[config.mk]
export PLATFORM = sky130hd
export DESIGN_NAME = svpwm_queue
export DESIGN_NICKNAME = d
export VERILOG_FILES = /design/src/hdl/svpwm_pkg.sv /design/src/hdl/svpwm_queue.sv
export SDC_FILE = /design/constraint.sdc
export NUM_CORES = 1
export LEC_CHECK = 0
export BUFFER_PORTS_ARGS = -buffer_cell sky130_fd_sc_hd__buf_2
export CORE_MARGIN = 1.5
export CORE_UTILIZATION = 60
export DETAILED_ROUTE_END_ITERATION = 12
export GPL_ROUTABILITY_DRIVEN = 0
export GPL_TIMING_DRIVEN = 0
export PLACE_DENSITY = 0.82
export SKIP_CTS_REPAIR_TIMING = 1
export SLEW_MARGIN = 20
export SYNTH_ARGS = -nofsm -noshare
export SYNTH_HDL_FRONTEND = slang
export SYNTH_SLANG_ARGS = --single-unit
[constraint.sdc]
create_clock -name i_clk -period 8.5 [get_ports i_clk]
set_clock_uncertainty 0.05 [all_clocks]
set_input_delay 1.7 -clock i_clk [delete_from_list [all_inputs] [get_ports i_clk]]
set_output_delay 1.7 -clock i_clk [all_outputs]
set_load 0.005 [all_outputs]
[src/hdl/svpwm_pkg.sv]
// ----------------------------------------------------------------------------
// SVPWM package
// Widths, constants and word types shared by the duty generator modules.
// ----------------------------------------------------------------------------
package svpwm_pkg;

    localparam int VOLT_W      = 16;
    localparam int FRAC_W      = 15;
    localparam int DUTY_W      = 16;
    localparam int K_W         = 16;
    localparam int PROD_W      = VOLT_W + K_W;
    localparam int PH_W        = VOLT_W + 18;
    localparam int DEN_W       = VOLT_W + 15;
    localparam int QUEUE_DEPTH = 4;
    localparam int QPTR_W      = $clog2(QUEUE_DEPTH);

    localparam logic signed [K_W-1:0] SQRT3_HALF_Q15 = 16'sd28378;
    localparam logic [DUTY_W-1:0]     DUTY_HALF      = DUTY_W'(1) << (FRAC_W - 1);
    localparam logic [DUTY_W:0]       DUTY_FULL      = (DUTY_W + 1)'(1) << FRAC_W;

    typedef struct packed {
        logic signed [VOLT_W-1:0] v_alpha;
        logic signed [VOLT_W-1:0] v_beta;
        logic signed [VOLT_W-1:0] bus_voltage;
    } t_svpwm_in;

    typedef struct packed {
        logic [DUTY_W-1:0] duty_u;
        logic [DUTY_W-1:0] duty_v;
        logic [DUTY_W-1:0] duty_w;
        logic              status;
    } t_svpwm_out;

    typedef struct packed {
        logic                 ok;
        logic [2:0]           neg;
        logic [2:0][PH_W-1:0] mag;
        logic [DEN_W-1:0]     den;
    } t_work;

    typedef struct packed {
        logic                    vld;
        logic                    ok;
        logic [2:0]              neg;
        logic [2:0]              sat;
        logic [2:0][DEN_W-1:0]   rem;
        logic [2:0][FRAC_W-1:0]  quo;
        logic [DEN_W-1:0]        den;
    } t_div_st;

endpackage

[src/hdl/svpwm_queue.sv]
// ----------------------------------------------------------------------------
// SVPWM work queue
// Small FIFO between front end and divider, registered read word.
// ----------------------------------------------------------------------------
module svpwm_queue (
    input  logic              i_clk,
    input  logic              i_rst_n,
    input  logic              i_push,
    input  svpwm_pkg::t_work  i_data,
    output logic              o_full,
    output logic              o_vld,
    output svpwm_pkg::t_work  o_data
);
    import svpwm_pkg::*;

    t_work              r_mem [QUEUE_DEPTH];
    t_work              r_rd_data;
    logic               r_rd_vld;
    logic [QPTR_W-1:0]  r_wr_ptr, r_rd_ptr;
    logic [QPTR_W:0]    r_count, n_count;
    logic               pop;

    assign pop     = (r_count != '0);
    assign o_full  = (r_count == (QPTR_W + 1)'(QUEUE_DEPTH));
    assign n_count = r_count + (QPTR_W + 1)'(i_push) - (QPTR_W + 1)'(pop);

    always_ff @(posedge i_clk) begin
        if (i_push) begin
            r_mem[r_wr_ptr] <= i_data;
        end
        if (pop) begin
            r_rd_data <= r_mem[r_rd_ptr];
        end
    end

    always_ff @(posedge i_clk) begin
        if (!i_rst_n) begin
            r_wr_ptr <= '0;
            r_rd_ptr <= '0;
            r_count  <= '0;
            r_rd_vld <= 1'b0;
        end else begin
            if (i_push) begin
                r_wr_ptr <= r_wr_ptr + QPTR_W'(1);
            end
            if (pop) begin
                r_rd_ptr <= r_rd_ptr + QPTR_W'(1);
            end
            r_count  <= n_count;
            r_rd_vld <= pop;
        end
    end

    assign o_vld  = r_rd_vld;
    assign o_data = r_rd_data;

endmodule

# [After elaboration in Yosys (flattened, before gate mapping)]
# Memory sizes are Yosys's and may differ from the RTL's. A register that Yosys moved wholly into a read port is not among the register bits.
# Index checks and enable logic that the tools add are counted.
[word_totals] register_bits=8 ram_bits=548 inputBits=140 n_memories=1
[mem_list] memory="r_mem" depth=4 width=137 rd=1 rd_ports_with_merged_regs=1 write_ports=1 line="svpwm_queue.sv:16" rtl="t_work r_mem [QUEUE_DEPTH];"
[op_classes] add_sub_neg=4 eq_ne=1 muxes=2 reduce_logical=1
[op_table] cell="$add A2 B1 Y2 const B" n=2
[op_table] cell="$add A3 B1 Y3" n=1
[op_table] cell="$eq A3 B3 Y1 const B" n=1
[op_table] cell="$reduce_bool A3 Y1" n=1
[op_table] cell="$sub A3 B1 Y3" n=1
[op_table] cell="$mux W1" n=2

# [Depth between registers and ports, before layout]
[depth] word_depth=2 ltp_mapped=7 ltp_nobuf=7

# [Worst setup path before layout]
# No wires, ideal clock.
[synth_path] kind="input -> register" startpoint="input port i_push" endpoint="memory r_mem[0][0] (netlist bit) (enable)" setup_ns=0.513 arrival_ns=4.817 required_time_ns=7.937 slack_ns=3.120 stages=1 cell_sequence="and2_1"
[synth_via] elab_chain_len=2
[synth_rtl] item="start, declared" line="svpwm_queue.sv:8" rtl="input logic i_push,"
[synth_rtl] item="$mux W1" line="svpwm_queue.sv:28" rtl="if (i_push) begin"
[synth_rtl] item="$mux W1 (not written as such)" line="svpwm_queue.sv:29" rtl="r_mem[r_wr_ptr] <= i_data;"
[synth_rtl] item="end, declared" line="svpwm_queue.sv:16"
# No other way between the ends.

# [Worst setup path in the final report]
[layout_path] startpoint="register r_count[1]" endpoint="output port o_full"
[layout_via] elab_chain_len=1
[layout_rtl] item="start, declared" line="svpwm_queue.sv:20" rtl="logic [QPTR_W:0] r_count, n_count;"
[layout_rtl] item="start signal, assigned" line="svpwm_queue.sv:49" rtl="r_count <= n_count;"
[layout_rtl] item="$eq A3 B3 Y1" line="svpwm_queue.sv:24" rtl="assign o_full = (r_count == (QPTR_W + 1)'(QUEUE_DEPTH));"
[layout_rtl] item="end, declared" line="svpwm_queue.sv:10" rtl="output logic o_full,"
# No other way between the ends.

==> results.yml <==
logic_synthesis:
  synthTopCellsByArea: "edfxtp_1 85%, mux4_2 13%, dfxtp_1 0.66%, buf_6 0.65%, ha_1 0.31%"
  yosysTopAreaCell: "edfxtp_1"
  ys_warn_count: 0
  syn-cell-area_mm2: 0.0243
  synth_mux_area_share_pct: 12.8
  synth_commonest_cells: "685 x edfxtp_1, 137 x mux4_2, 14 x buf_6"
  synth.distinct_cells: 23
  async_reset_ff_share_pct: 0
  synthAdderAreaFrac_pct: 0.391
  syn_inst: 895
  seq_area_frac_synth_pct: 85.2
  synth_top_family_by_area: "multiplexers"
  yosys.area_share.simple_pct: 0.406
  synth-seq-cells: 693
  synth.avg_cell_area_um2: 27.2
  syn-num-nets: 1042
  yosysMostFrequentCell: "edfxtp_1"
  synth_top_area_share_pct: 84.5
  synthFlopType: "edfxtp_1"
  synth_edf_count: 685
  synth-xor-area-share_pct: 0.129
  synth-compound-area-share_pct: 0.0360
setup_path:
  slowest_delay_ns: 0.43
  cp.required_ns: 6.75
  criticalPathCategory: "register to output port"
  crit_path_end_kind: "output port"
  cpMaxStageDelayCell: "dfxtp_1"
  cp.arrival_ns: 1.43
  critPathMaxFanout: 5
  cp_cell_sequence: "inv_1, and3_1, buf_2"
  start_kind: "register"
cells_and_area:
  nets: 1408
  final_layout_size_suffix_gt1_share_pct: 42.5
  area_delta_synth_final_pct: 18.6
  fill_cells: 2140
sta:
  setup-violations-final: 0
  slew_violations: 0
  timing.fmax_mhz: 315
  post-route-period-util_pct: 37.4
  slew_headroom_pct: 41.2
  hold_viol: 0
  whs_ns: 0.526
  period_needed_ns: 3.18
  tightest_slew_ns: 0.883
  tns_ns: 0
  rsz0062_at_grt: "no"
floorplanning:
  ios: 279
  die_x_um: 204
  core-area_mm2: 0.0399
  start_util_pct: 61.0
  die_h_um: 204
  die_area_mm2: 0.0418
  rows: 73
routing:
  first_pass_iters: 5
  drt_drc_violations_left: 0
  vias: 10600
  ant_nets: 0
  vias_per_cell: 5.82
  wl_per_cell_um: 25.8
  drt_first_iter_violations: 730
  drt_wl_total_um: 47100
place:
  io_buffers: 278
  hpwlAfterDp_um: 27800
pwr:
  comb_power_share_pct: 20.8
  leakagePower_nw: 9.80
  power_mw: 9.38
  clkPwrFrac_pct: 30.0
  p_int_mw: 7.03
  switchingPower_mw: 2.35
  power.density_mw_per_mm2: 325
  seqPwrFrac_pct: 49.1
  swShare_pct: 25.1
  vdd_drop_max_uv: 236
clock_tree:
  cts_sinks: 693
  htreeDepth: 3
  clkTransAtPathRegs_ns: 0.06
  cts_buffers: 68
  clock_path_buffers: 3
  clock_latency_ns: 0.57
  cts_tree: "yes"
  cts-root-buf: "clkbuf_16"
run_status:
  status: "finished, final reports clean"
min_path:
  holdCritPathClass: "register to register"
global_route:
  antenna_found_initial: 5
  grt_max_degree: 48
  grt_pass1_vias: 11300
  grt_first_pass_wirelength_um: 69800
  grtUsageTotal_pct: 23.2
  overflow: 0
flow_run:
  maxCapViolations: 0
==> through the flow <==
stage          area [µm²]  util [%]  setup slack, ns  std cells
5_1_grt             28900      72.3             5.28       1828
6_report            28900      72.3             5.32       1829
4_1_cts             28900      72.3             5.29       1827
3_3_place_gp        26400      66.1            0.239       1698
2_1_floorplan       24300         -             3.12        895
3_5_place_dp        26800      67.1             4.85       1716
==> per-layer routing <==
layer / track usage (%) / wire, µm / share of wire, %
met1: 30.0 / 17700 / 37
met2: 38.8 / 24800 / 53
met3: 5.79 / 3440 / 7.3
met4: 7.93 / 1180 / 2.5
met5: 0 / 42 / 0.089
==> registers in the layout (all words and copies together), names as in the netlist <==
register,count
r_count,3
r_wr_ptr,2
r_rd_ptr,2
o_vld,1
o_data,137
r_mem,548
==> worst max-delay path, delay by kind of cell (launching register included) <==
family | cells | cell delay [ns]
flops | 1 | 0.43
buf+inv | 2 | 0.24
simple gates | 1 | 0.18
==> layout by cell type, fill, tap and decap left out, types with 2 or more instances in the layout <==
| cell | count |
|---|---|
| mux4_2 | 137 |
| buf_6 | 14 |
| diode_2 | 2 |
| inv_1 | 6 |
| clkinv_4 | 2 |
| buf_1 | 2 |
| bufinv_16 | 4 |
| dfxtp_1 | 8 |
| buf_2 | 290 |
| inv_6 | 2 |
| mux2i_1 | 2 |
| clkinv_2 | 7 |
| clkinv_1 | 8 |
| buf_16 | 5 |
| buf_4 | 2 |
| ha_1 | 6 |
| buf_12 | 13 |
| clkbuf_1 | 16 |
| and2_4 | 4 |
| clkbuf_16 | 70 |
| clkinvlp_4 | 2 |
| and2_1 | 5 |
| edfxtp_1 | 685 |
==> path summary, 6_finish.rpt <==
kind                       startpoint  slack (ns)  cells past startpoint                        to
max             r_count[1]$_SDFF_PN0_        5.32                      3                    o_full
min reg2reg  r_wr_ptr[1]$_SDFFE_PN0P_        0.53                      2  r_wr_ptr[1]$_SDFFE_PN0P_
max reg2reg     r_count[1]$_SDFF_PN0_        6.03                      7     r_count[2]$_SDFF_PN0_
min          r_wr_ptr[1]$_SDFFE_PN0P_        0.53                      2  r_wr_ptr[1]$_SDFFE_PN0P_
==> kinds of logic after synthesis <==
family | count (synthesis)
flip-flops | 693
buffers and inverters | 37
AND/OR/NAND/NOR | 16
AO/OA/AOI/OAI | 1
multiplexers | 139
adder cells (fa/ha/maj) | 7
XOR/XNOR | 2
==> power groups by stage <==
| stage | clock network (mW) | logic, mW | registers, mW |
|---|---|---|---|
| global route | 2.99 | 2.11 | 4.65 |
| CTS | 2.87 | 2.01 | 4.61 |
| detailed placement | 0 | 1.99 | 4.66 |
| global placement | 0 | 1.86 | 4.77 |
| finish | 2.82 | 1.96 | 4.61 |
| floorplan | 0 | 1.07 | 4.75 |
==> cell type report <==
class                           count  area (µm²)  area share (%)
Sequential cell                   693       20700            71.8
Multi-Input combinational cell    165        3350            11.6
Timing Repair Buffer              296        1790            6.20
Buffer                             31         244           0.845
Inverter                            6        22.5          0.0780
Clock inverter                     26         251           0.871
Clock buffer                       85        1810            6.26
Antenna cell                        2        5.00          0.0173
Tap cell                          525         657            2.28
No activity file was read; power rests on OpenSTA's default activity.
