$ cat src/hdl/svpwm_pkg.sv
// ----------------------------------------------------------------------------
// SVPWM package
// Widths, constants and word types shared by the duty generator modules.
// ----------------------------------------------------------------------------
package svpwm_pkg;

    localparam int VOLT_W      = 16;
    localparam int FRAC_W      = 15;
    localparam int DUTY_W      = 16;
    localparam int K_W         = 16;
    localparam int PROD_W      = VOLT_W + K_W;
    localparam int PH_W        = VOLT_W + 18;
    localparam int DEN_W       = VOLT_W + 15;
    localparam int QUEUE_DEPTH = 4;
    localparam int QPTR_W      = $clog2(QUEUE_DEPTH);

    localparam logic signed [K_W-1:0] SQRT3_HALF_Q15 = 16'sd28378;
    localparam logic [DUTY_W-1:0]     DUTY_HALF      = DUTY_W'(1) << (FRAC_W - 1);
    localparam logic [DUTY_W:0]       DUTY_FULL      = (DUTY_W + 1)'(1) << FRAC_W;

    typedef struct packed {
        logic signed [VOLT_W-1:0] v_alpha;
        logic signed [VOLT_W-1:0] v_beta;
        logic signed [VOLT_W-1:0] bus_voltage;
    } t_svpwm_in;

    typedef struct packed {
        logic [DUTY_W-1:0] duty_u;
        logic [DUTY_W-1:0] duty_v;
        logic [DUTY_W-1:0] duty_w;
        logic              status;
    } t_svpwm_out;

    typedef struct packed {
        logic                 ok;
        logic [2:0]           neg;
        logic [2:0][PH_W-1:0] mag;
        logic [DEN_W-1:0]     den;
    } t_work;

    typedef struct packed {
        logic                    vld;
        logic                    ok;
        logic [2:0]              neg;
        logic [2:0]              sat;
        logic [2:0][DEN_W-1:0]   rem;
        logic [2:0][FRAC_W-1:0]  quo;
        logic [DEN_W-1:0]        den;
    } t_div_st;

endpackage

$ cat src/hdl/svpwm_front.sv
// ----------------------------------------------------------------------------
// SVPWM front end
// Inverse Clarke, min-max injection and sign/magnitude split, five stages.
// ----------------------------------------------------------------------------
module svpwm_front (
    input  logic                  i_clk,
    input  logic                  i_rst_n,
    input  logic                  i_accept,
    input  svpwm_pkg::t_svpwm_in  i_cmd,
    input  logic                  i_stall,
    output logic                  o_vld,
    output svpwm_pkg::t_work      o_work
);
    import svpwm_pkg::*;

    logic                     r1_vld, r2_vld, r3_vld, r4_vld, r5_vld;
    logic                     r1_ok, r2_ok, r3_ok, r4_ok, r5_ok;
    logic [DEN_W-1:0]         r1_den, r2_den, r3_den, r4_den, r5_den;
    logic signed [PH_W-1:0]   r1_u, r1_ah;
    logic signed [PROD_W-1:0] r1_bk;
    logic signed [PH_W-1:0]   r2_p [3];
    logic signed [PH_W-1:0]   r3_p [3];
    logic signed [PH_W-1:0]   r3_sum;
    logic signed [PH_W-1:0]   r4_num [3];
    logic [2:0]               r5_neg;
    logic [2:0][PH_W-1:0]     r5_mag;

    logic signed [PH_W-1:0]   n1_u, n1_ah, n2_bk;
    logic signed [PROD_W-1:0] n1_bk;
    logic                     n1_ok;
    logic [DEN_W-1:0]         n1_den;
    logic signed [PH_W-1:0]   n3_mx, n3_mn;

    always_comb begin
        n1_u   = PH_W'($signed(i_cmd.v_alpha)) <<< 15;
        n1_ah  = PH_W'($signed(i_cmd.v_alpha)) <<< 14;
        n1_bk  = $signed(i_cmd.v_beta) * SQRT3_HALF_Q15;
        n1_ok  = !i_cmd.bus_voltage[VOLT_W-1] && (i_cmd.bus_voltage != '0);
        n1_den = {i_cmd.bus_voltage[VOLT_W-2:0], 16'b0};
        n2_bk  = PH_W'(r1_bk);
    end

    always_comb begin
        n3_mx = r2_p[0];
        n3_mn = r2_p[0];
        for (int i = 1; i < 3; i++) begin
            if (r2_p[i] > n3_mx) begin
                n3_mx = r2_p[i];
            end
            if (r2_p[i] < n3_mn) begin
                n3_mn = r2_p[i];
            end
        end
    end

    always_ff @(posedge i_clk) begin
        if (!i_rst_n) begin
            r1_vld <= 1'b0;
            r2_vld <= 1'b0;
            r3_vld <= 1'b0;
            r4_vld <= 1'b0;
            r5_vld <= 1'b0;
        end else if (!i_stall) begin
            r1_vld <= i_accept;
            r2_vld <= r1_vld;
            r3_vld <= r2_vld;
            r4_vld <= r3_vld;
            r5_vld <= r4_vld;
        end
    end

    always_ff @(posedge i_clk) begin
        if (!i_stall) begin
            r1_u   <= n1_u;
            r1_ah  <= n1_ah;
            r1_bk  <= n1_bk;
            r1_ok  <= n1_ok;
            r1_den <= n1_den;

            r2_p[0] <= r1_u;
            r2_p[1] <= n2_bk - r1_ah;
            r2_p[2] <= -r1_ah - n2_bk;
            r2_ok   <= r1_ok;
            r2_den  <= r1_den;

            r3_p   <= r2_p;
            r3_sum <= n3_mx + n3_mn;
            r3_ok  <= r2_ok;
            r3_den <= r2_den;

            for (int i = 0; i < 3; i++) begin
                r4_num[i] <= (r3_p[i] <<< 1) - r3_sum;
            end
            r4_ok  <= r3_ok;
            r4_den <= r3_den;

            for (int i = 0; i < 3; i++) begin
                r5_neg[i] <= r4_num[i][PH_W-1];
                r5_mag[i] <= r4_num[i][PH_W-1] ? PH_W'(-r4_num[i]) : PH_W'(r4_num[i]);
            end
            r5_ok  <= r4_ok;
            r5_den <= r4_den;
        end
    end

    assign o_vld       = r5_vld && !i_stall;
    assign o_work.ok   = r5_ok;
    assign o_work.neg  = r5_neg;
    assign o_work.mag  = r5_mag;
    assign o_work.den  = r5_den;

endmodule

$ cat config.mk
export PLATFORM = sky130hd
export DESIGN_NAME = svpwm_front
export DESIGN_NICKNAME = d
export VERILOG_FILES = /design/src/hdl/svpwm_pkg.sv /design/src/hdl/svpwm_front.sv
export SDC_FILE = /design/constraint.sdc
export NUM_CORES = 2
export LEC_CHECK = 0
export BUFFER_PORTS_ARGS = -buffer_cell sky130_fd_sc_hd__buf_2
export CORE_MARGIN = 2
export CORE_UTILIZATION = 31
export CTS_CLUSTER_SIZE = 28
export DETAILED_ROUTE_END_ITERATION = 16
export GPL_ROUTABILITY_DRIVEN = 0
export GPL_TIMING_DRIVEN = 0
export HOLD_SLACK_MARGIN = 0.06
export PLACE_DENSITY_LB_ADDON = 0.25
export RECOVER_POWER = 100
export SYNTH_ARGS = -nofsm -noshare
export SYNTH_HDL_FRONTEND = slang
export SYNTH_SLANG_ARGS = --single-unit
$ cat constraint.sdc
create_clock -name i_clk -period 14.5 [get_ports i_clk]
set_clock_uncertainty 0.2 [all_clocks]
set_input_delay 2.175 -clock i_clk [delete_from_list [all_inputs] [get_ports i_clk]]
set_output_delay 2.175 -clock i_clk [all_outputs]
set_load 0.01 [all_outputs]
## Yosys cells after proc, flatten, opt, wreduce, memory -nomap -nowiden

Memory sizes are Yosys's and may differ from the RTL's.
Cells that the tools add are included.

- Bits in registers: 452
- RAM bits: 102
- Output and inout port bits: 138
- Logic and storage cells: 61
- Memories: 1

Memories:

| memory | words | bits a word | read ports | clocked after memory_dff | write ports | RTL line | source |
|---|---|---|---|---|---|---|---|
| r4_num | 3 | 34 | 3 | 0 | 3 | svpwm_front.sv:24 | `logic signed [PH_W-1:0] r4_num [3];` |

- Add/subtract/negate cells: 10
- $mul: 1
- $lt $le $gt $ge: 4
- Mux-type cells: 8
- Reduce and logical (&&, ||, !) cells: 5

Operators by type and width:

| cell | number |
|---|---|
| 34-bit two-way mux | 4 |
| 34-bit negation | 3 |
| 33-bit two-way mux | 3 |
| 34-bit subtractor | 2 |
| 34-bit adder | 1 |
| 34-bit > comparator | 1 |
| 34-bit less-than comparator | 1 |
| 30-bit negation with 34-bit output | 1 |
| 32-bit by 34-bit subtractor with 34-bit output | 1 |
| 34-bit by 32-bit subtractor with 34-bit output | 1 |
| 33-bit by 31-bit > comparator with 1-bit output | 1 |
| 33-bit by 31-bit less-than comparator with 1-bit output | 1 |
| 32-bit by 30-bit subtractor with 33-bit output | 1 |
| 16-bit by 15-bit multiplier with 31-bit output, second input constant | 1 |
| 16-bit nonzero test | 1 |
| 1-bit logical AND | 2 |
| 1-bit zero test | 2 |
| 1-bit two-way mux | 1 |

## Depth between registers and ports, before layout

- Depth after elaboration: 5
- Gate-level depth with buffers: 36
- Depth with buffers taken out: 31

## Worst setup path after synthesis

OpenSTA, ideal clock, no wires.

- Path type: input -> register
- Start: in i_stall
- End: reg r5_mag, in the netlist o_work[101] (enable)
- Setup time: 0.860 ns
- Arrival time: 12.283 ns
- Required time: 13.440 ns
- Setup slack: 1.158 ns
- Cell stages on the path: 2
- Cells stage by stage: clkbuf_1 -> inv_1

RTL lines:

| element | RTL line | source |
|---|---|---|
| start, declared | svpwm_front.sv:10 | `input logic i_stall,` |
| end signal, assigned by index | svpwm_front.sv:99 | `r5_mag[i] <= r4_num[i][PH_W-1] ? PH_W'(-r4_num[i]) : PH_W'(r4_num[i]);` |
| end, declared | svpwm_front.sv:26 | `logic [2:0][PH_W-1:0] r5_mag;` |

No word-level cell between the ends.

## Worst setup path in the final report

- Start: reg r2_p[98] (netlist name)
- End: reg r3_sum[31] (data pin)

- Word-level cells in the longest chain between the ends: 5

RTL lines:

| element | RTL line | source |
|---|---|---|
| 33-bit by 31-bit > comparator with 1-bit output or 33-bit by 31-bit less-than comparator with 1-bit output (tied branches) | svpwm_front.sv:47, svpwm_front.sv:50 |  |
| 34-bit two-way mux, on equally long branches | svpwm_front.sv:47, svpwm_front.sv:50 |  |
| 34-bit > comparator or 34-bit less-than comparator (tied branches) | svpwm_front.sv:47, svpwm_front.sv:50 |  |
| 34-bit two-way mux, on equally long branches | svpwm_front.sv:47, svpwm_front.sv:50 |  |
| 34-bit adder * | svpwm_front.sv:87 | `r3_sum <= n3_mx + n3_mn;` |
| end signal, assigned | svpwm_front.sv:87 |  |
| end, declared | svpwm_front.sv:23 | `logic signed [PH_W-1:0] r3_sum;` |

Mark *: on every way between the ends. The rest lies on a longest branch, timed or not.
A chain may end at the register's enable or synchronous reset.

==> flow_metrics.tcl <==
set metrics [dict create \
    clockBufferDepth 3 \
    seq_area_mm2 0.0156 \
    start_kind "flip-flop" \
    max_clock_freq_ghz 0.0839 \
    dieWidth_um 338 \
    synth_top_area_share_pct 44.8 \
    nFillCells 11200 \
    synth_async_sr_flop_share_pct 0 \
    cp-end-kind "flip-flop" \
    antenna_left 0 \
    crit_fanout 10 \
    io_buffers 169 \
    drive_gt1_share_pct 4.56 \
    nets 3893 \
    postPlaceCellArea_mm2 0.0374 \
    cts_setup_buffers 0 \
    first_iter_violations 1141 \
    vias 22700 \
    cts_hold_buf 0 \
    yosysMostFrequentCell "edfxtp_1" \
    gr-total-overflow 0 \
    cpMostUsedCell "clkbuf_1" \
    initial_core_util_pct 31.2 \
    clock-sinks 520 \
    die-area_mm2 0.114 \
    synth_area_leaders "edfxtp_1, ha_1, fa_1, xnor2_1, inv_1" \
    hold_viol 0 \
    num_io_pins 190 \
    core_region_area_mm2 0.111 \
    rows 122 \
    crit_type "reg2reg" \
    synth-edff-count 515 \
    cts_resized 0 \
    critical_path_arrival_ps 12110 \
    slowest_delay_ps 880 \
    violations "max-capacitance violations, max-slew violations" \
    tightestPinTransition_ps 6150 \
    avgRoutedWirePerCell_um 16.5 \
    yosysWarnings 0 \
    hp-class "reg2reg" \
    yosysTopAreaCell "edfxtp_1" \
    seq_area_frac_synth_pct 45.1 \
    cp_slowest_cell "a31oi_1" \
    synthDistinctLibCells 76 \
    grt_max_degree 120 \
    status "finished with violations" \
    first_pass_iters 5 \
    min_period_over_period_pct 82.2 \
    wl_mm 80.4 \
    slew_violations 548 \
    avgSynthCellArea_um2 11.1 \
    maxCapViolCount 6 \
    dp_hpwl_mm 65.3 \
    ys_seq_elements 520 \
    min_period_ps 11920 \
    area.growth.synth_to_final_pct 12.8 \
    antenna_found_initial 2 \
    maxSlewHeadroom_pct -310 \
    die_h_um 338 \
    grt_pass1_vias 22400 \
    cts_max_level 2 \
    grt_pass1_wl_mm 125 \
    rsz0062_at_grt "no" \
    cts-root-buf "clkbuf_16" \
    grt_use_total_pct 14.0 \
    ys.flop_type "edfxtp_1" \
    drcViolationCount 0 \
    synth_common_cells "edfxtp_1, ha_1, inv_1" \
    fin_cells 4885 \
    cp.required_ps 14690 \
    dp_cells 4781 \
    multi_input_area_mm2 0.0173 \
    design_area_mm2 0.0389 \
    synthCells 3102 \
    numCtsBuffers 55 \
    ff2ff_setup_slack_ps 2580 \
    setup_viol 0 \
    viasPerCell 4.66 \
    cts_tree "done" \
    clk_pin_slew_ps 60 \
    clkLatencyLatePin_ps 640 \
    netlist_area_mm2 0.0345 \
]
placed cells by master, fill, tap and decap left out, types with 55 or more instances in the layout:
master / netlist / routed
clkbuf_16: 0 / 55
a21oi_1: 230 / 230
nand2_1: 205 / 205
clkbuf_1: 44 / 199
nor2_1: 172 / 172
xor2_1: 60 / 60
inv_1: 346 / 345
fa_1: 124 / 124
edfxtp_1: 515 / 515
ha_1: 367 / 367
a21o_1: 63 / 63
xnor2_1: 215 / 215
o21ai_0: 174 / 174
flip-flops by register name, summed over array words and instances (netlist names), 3 cells and up:
signal	count
o_work	97
r4_num	96
r2_p	80
r3_p	79
r3_sum	33
r1_bk	31
r1_ah	16
r1_den	15
r2_den	15
r3_den	15
r4_den	15
r5_den	15
r5_neg	3
cell type report:
cell class | count | area share, %
Antenna cell | 1 | 0.00643
Buffer | 72 | 0.907
Clock buffer | 62 | 3.61
Clock inverter | 41 | 1.15
Inverter | 346 | 3.34
Multi-Input combinational cell | 2182 | 44.4
Sequential cell | 520 | 40.0
Tap cell | 1488 | 4.79
Timing Repair Buffer | 173 | 1.75
path summary, 6_finish.rpt:
kind / from / end / cells after the start
setup reg to reg: r2_p[98] / r3_sum[31] / 34
hold / removal: r4_den[18] / r5_den[18] / 0
hold reg to reg: r4_den[18] / r5_den[18] / 0
setup / recovery: r2_p[98] / r3_sum[31] / 34
metrics by stage:
| step | worst slack (ps) | util [%] | hold WS, ps | TNS, ps |
|---|---|---|---|---|
| 6_report | 2580 | 35.2 | 212 | 0 |
| 2_1_floorplan | 1160 | - | 200 | 0 |
| 5_1_grt | 1540 | 35.2 | 220 | 0 |
| 4_1_cts | 2410 | 35.5 | 215 | 0 |
| 3_3_place_gp | -3130 | 33.7 | 201 | -1576420 |
| 3_5_place_dp | 2480 | 33.8 | 205 | 0 |
critical path, delay by kind of cell (launching register included):
kind,cells,cell delay [ps]
flops,1,490
simple gates,7,2150
fa+ha+maj,3,1020
buf+inv,7,2660
compound gates,17,5140
per-layer routing:
metal	track usage [%]	wire length [um]	share of wire [%]	up-vias
met2	23.1	36800	46	419
met5	0	13	0.016	-
li1	-	-	-	11600
met1	19.0	38200	48	10600
met3	1.81	3090	3.8	100
met4	4.39	2260	2.8	2
cells by family (layout without fill, tap and decap cells):
group,after synthesis,in the layout,share of synthesized area [%]
AOI/OAI and AO/OA,696,696,12.6
and+or+nand+nor,689,689,9.64
DFF,520,520,45.1
adders and majority gates,491,491,20.5
buffers and inverters,418,694,4.79
xor gates and xnor gates,275,275,6.98
muxes,12,12,0.352
other,1,20,0.0109
Power is not shown: default switching activity piles up to over one toggle a cycle in this logic, so the estimate is an artifact.
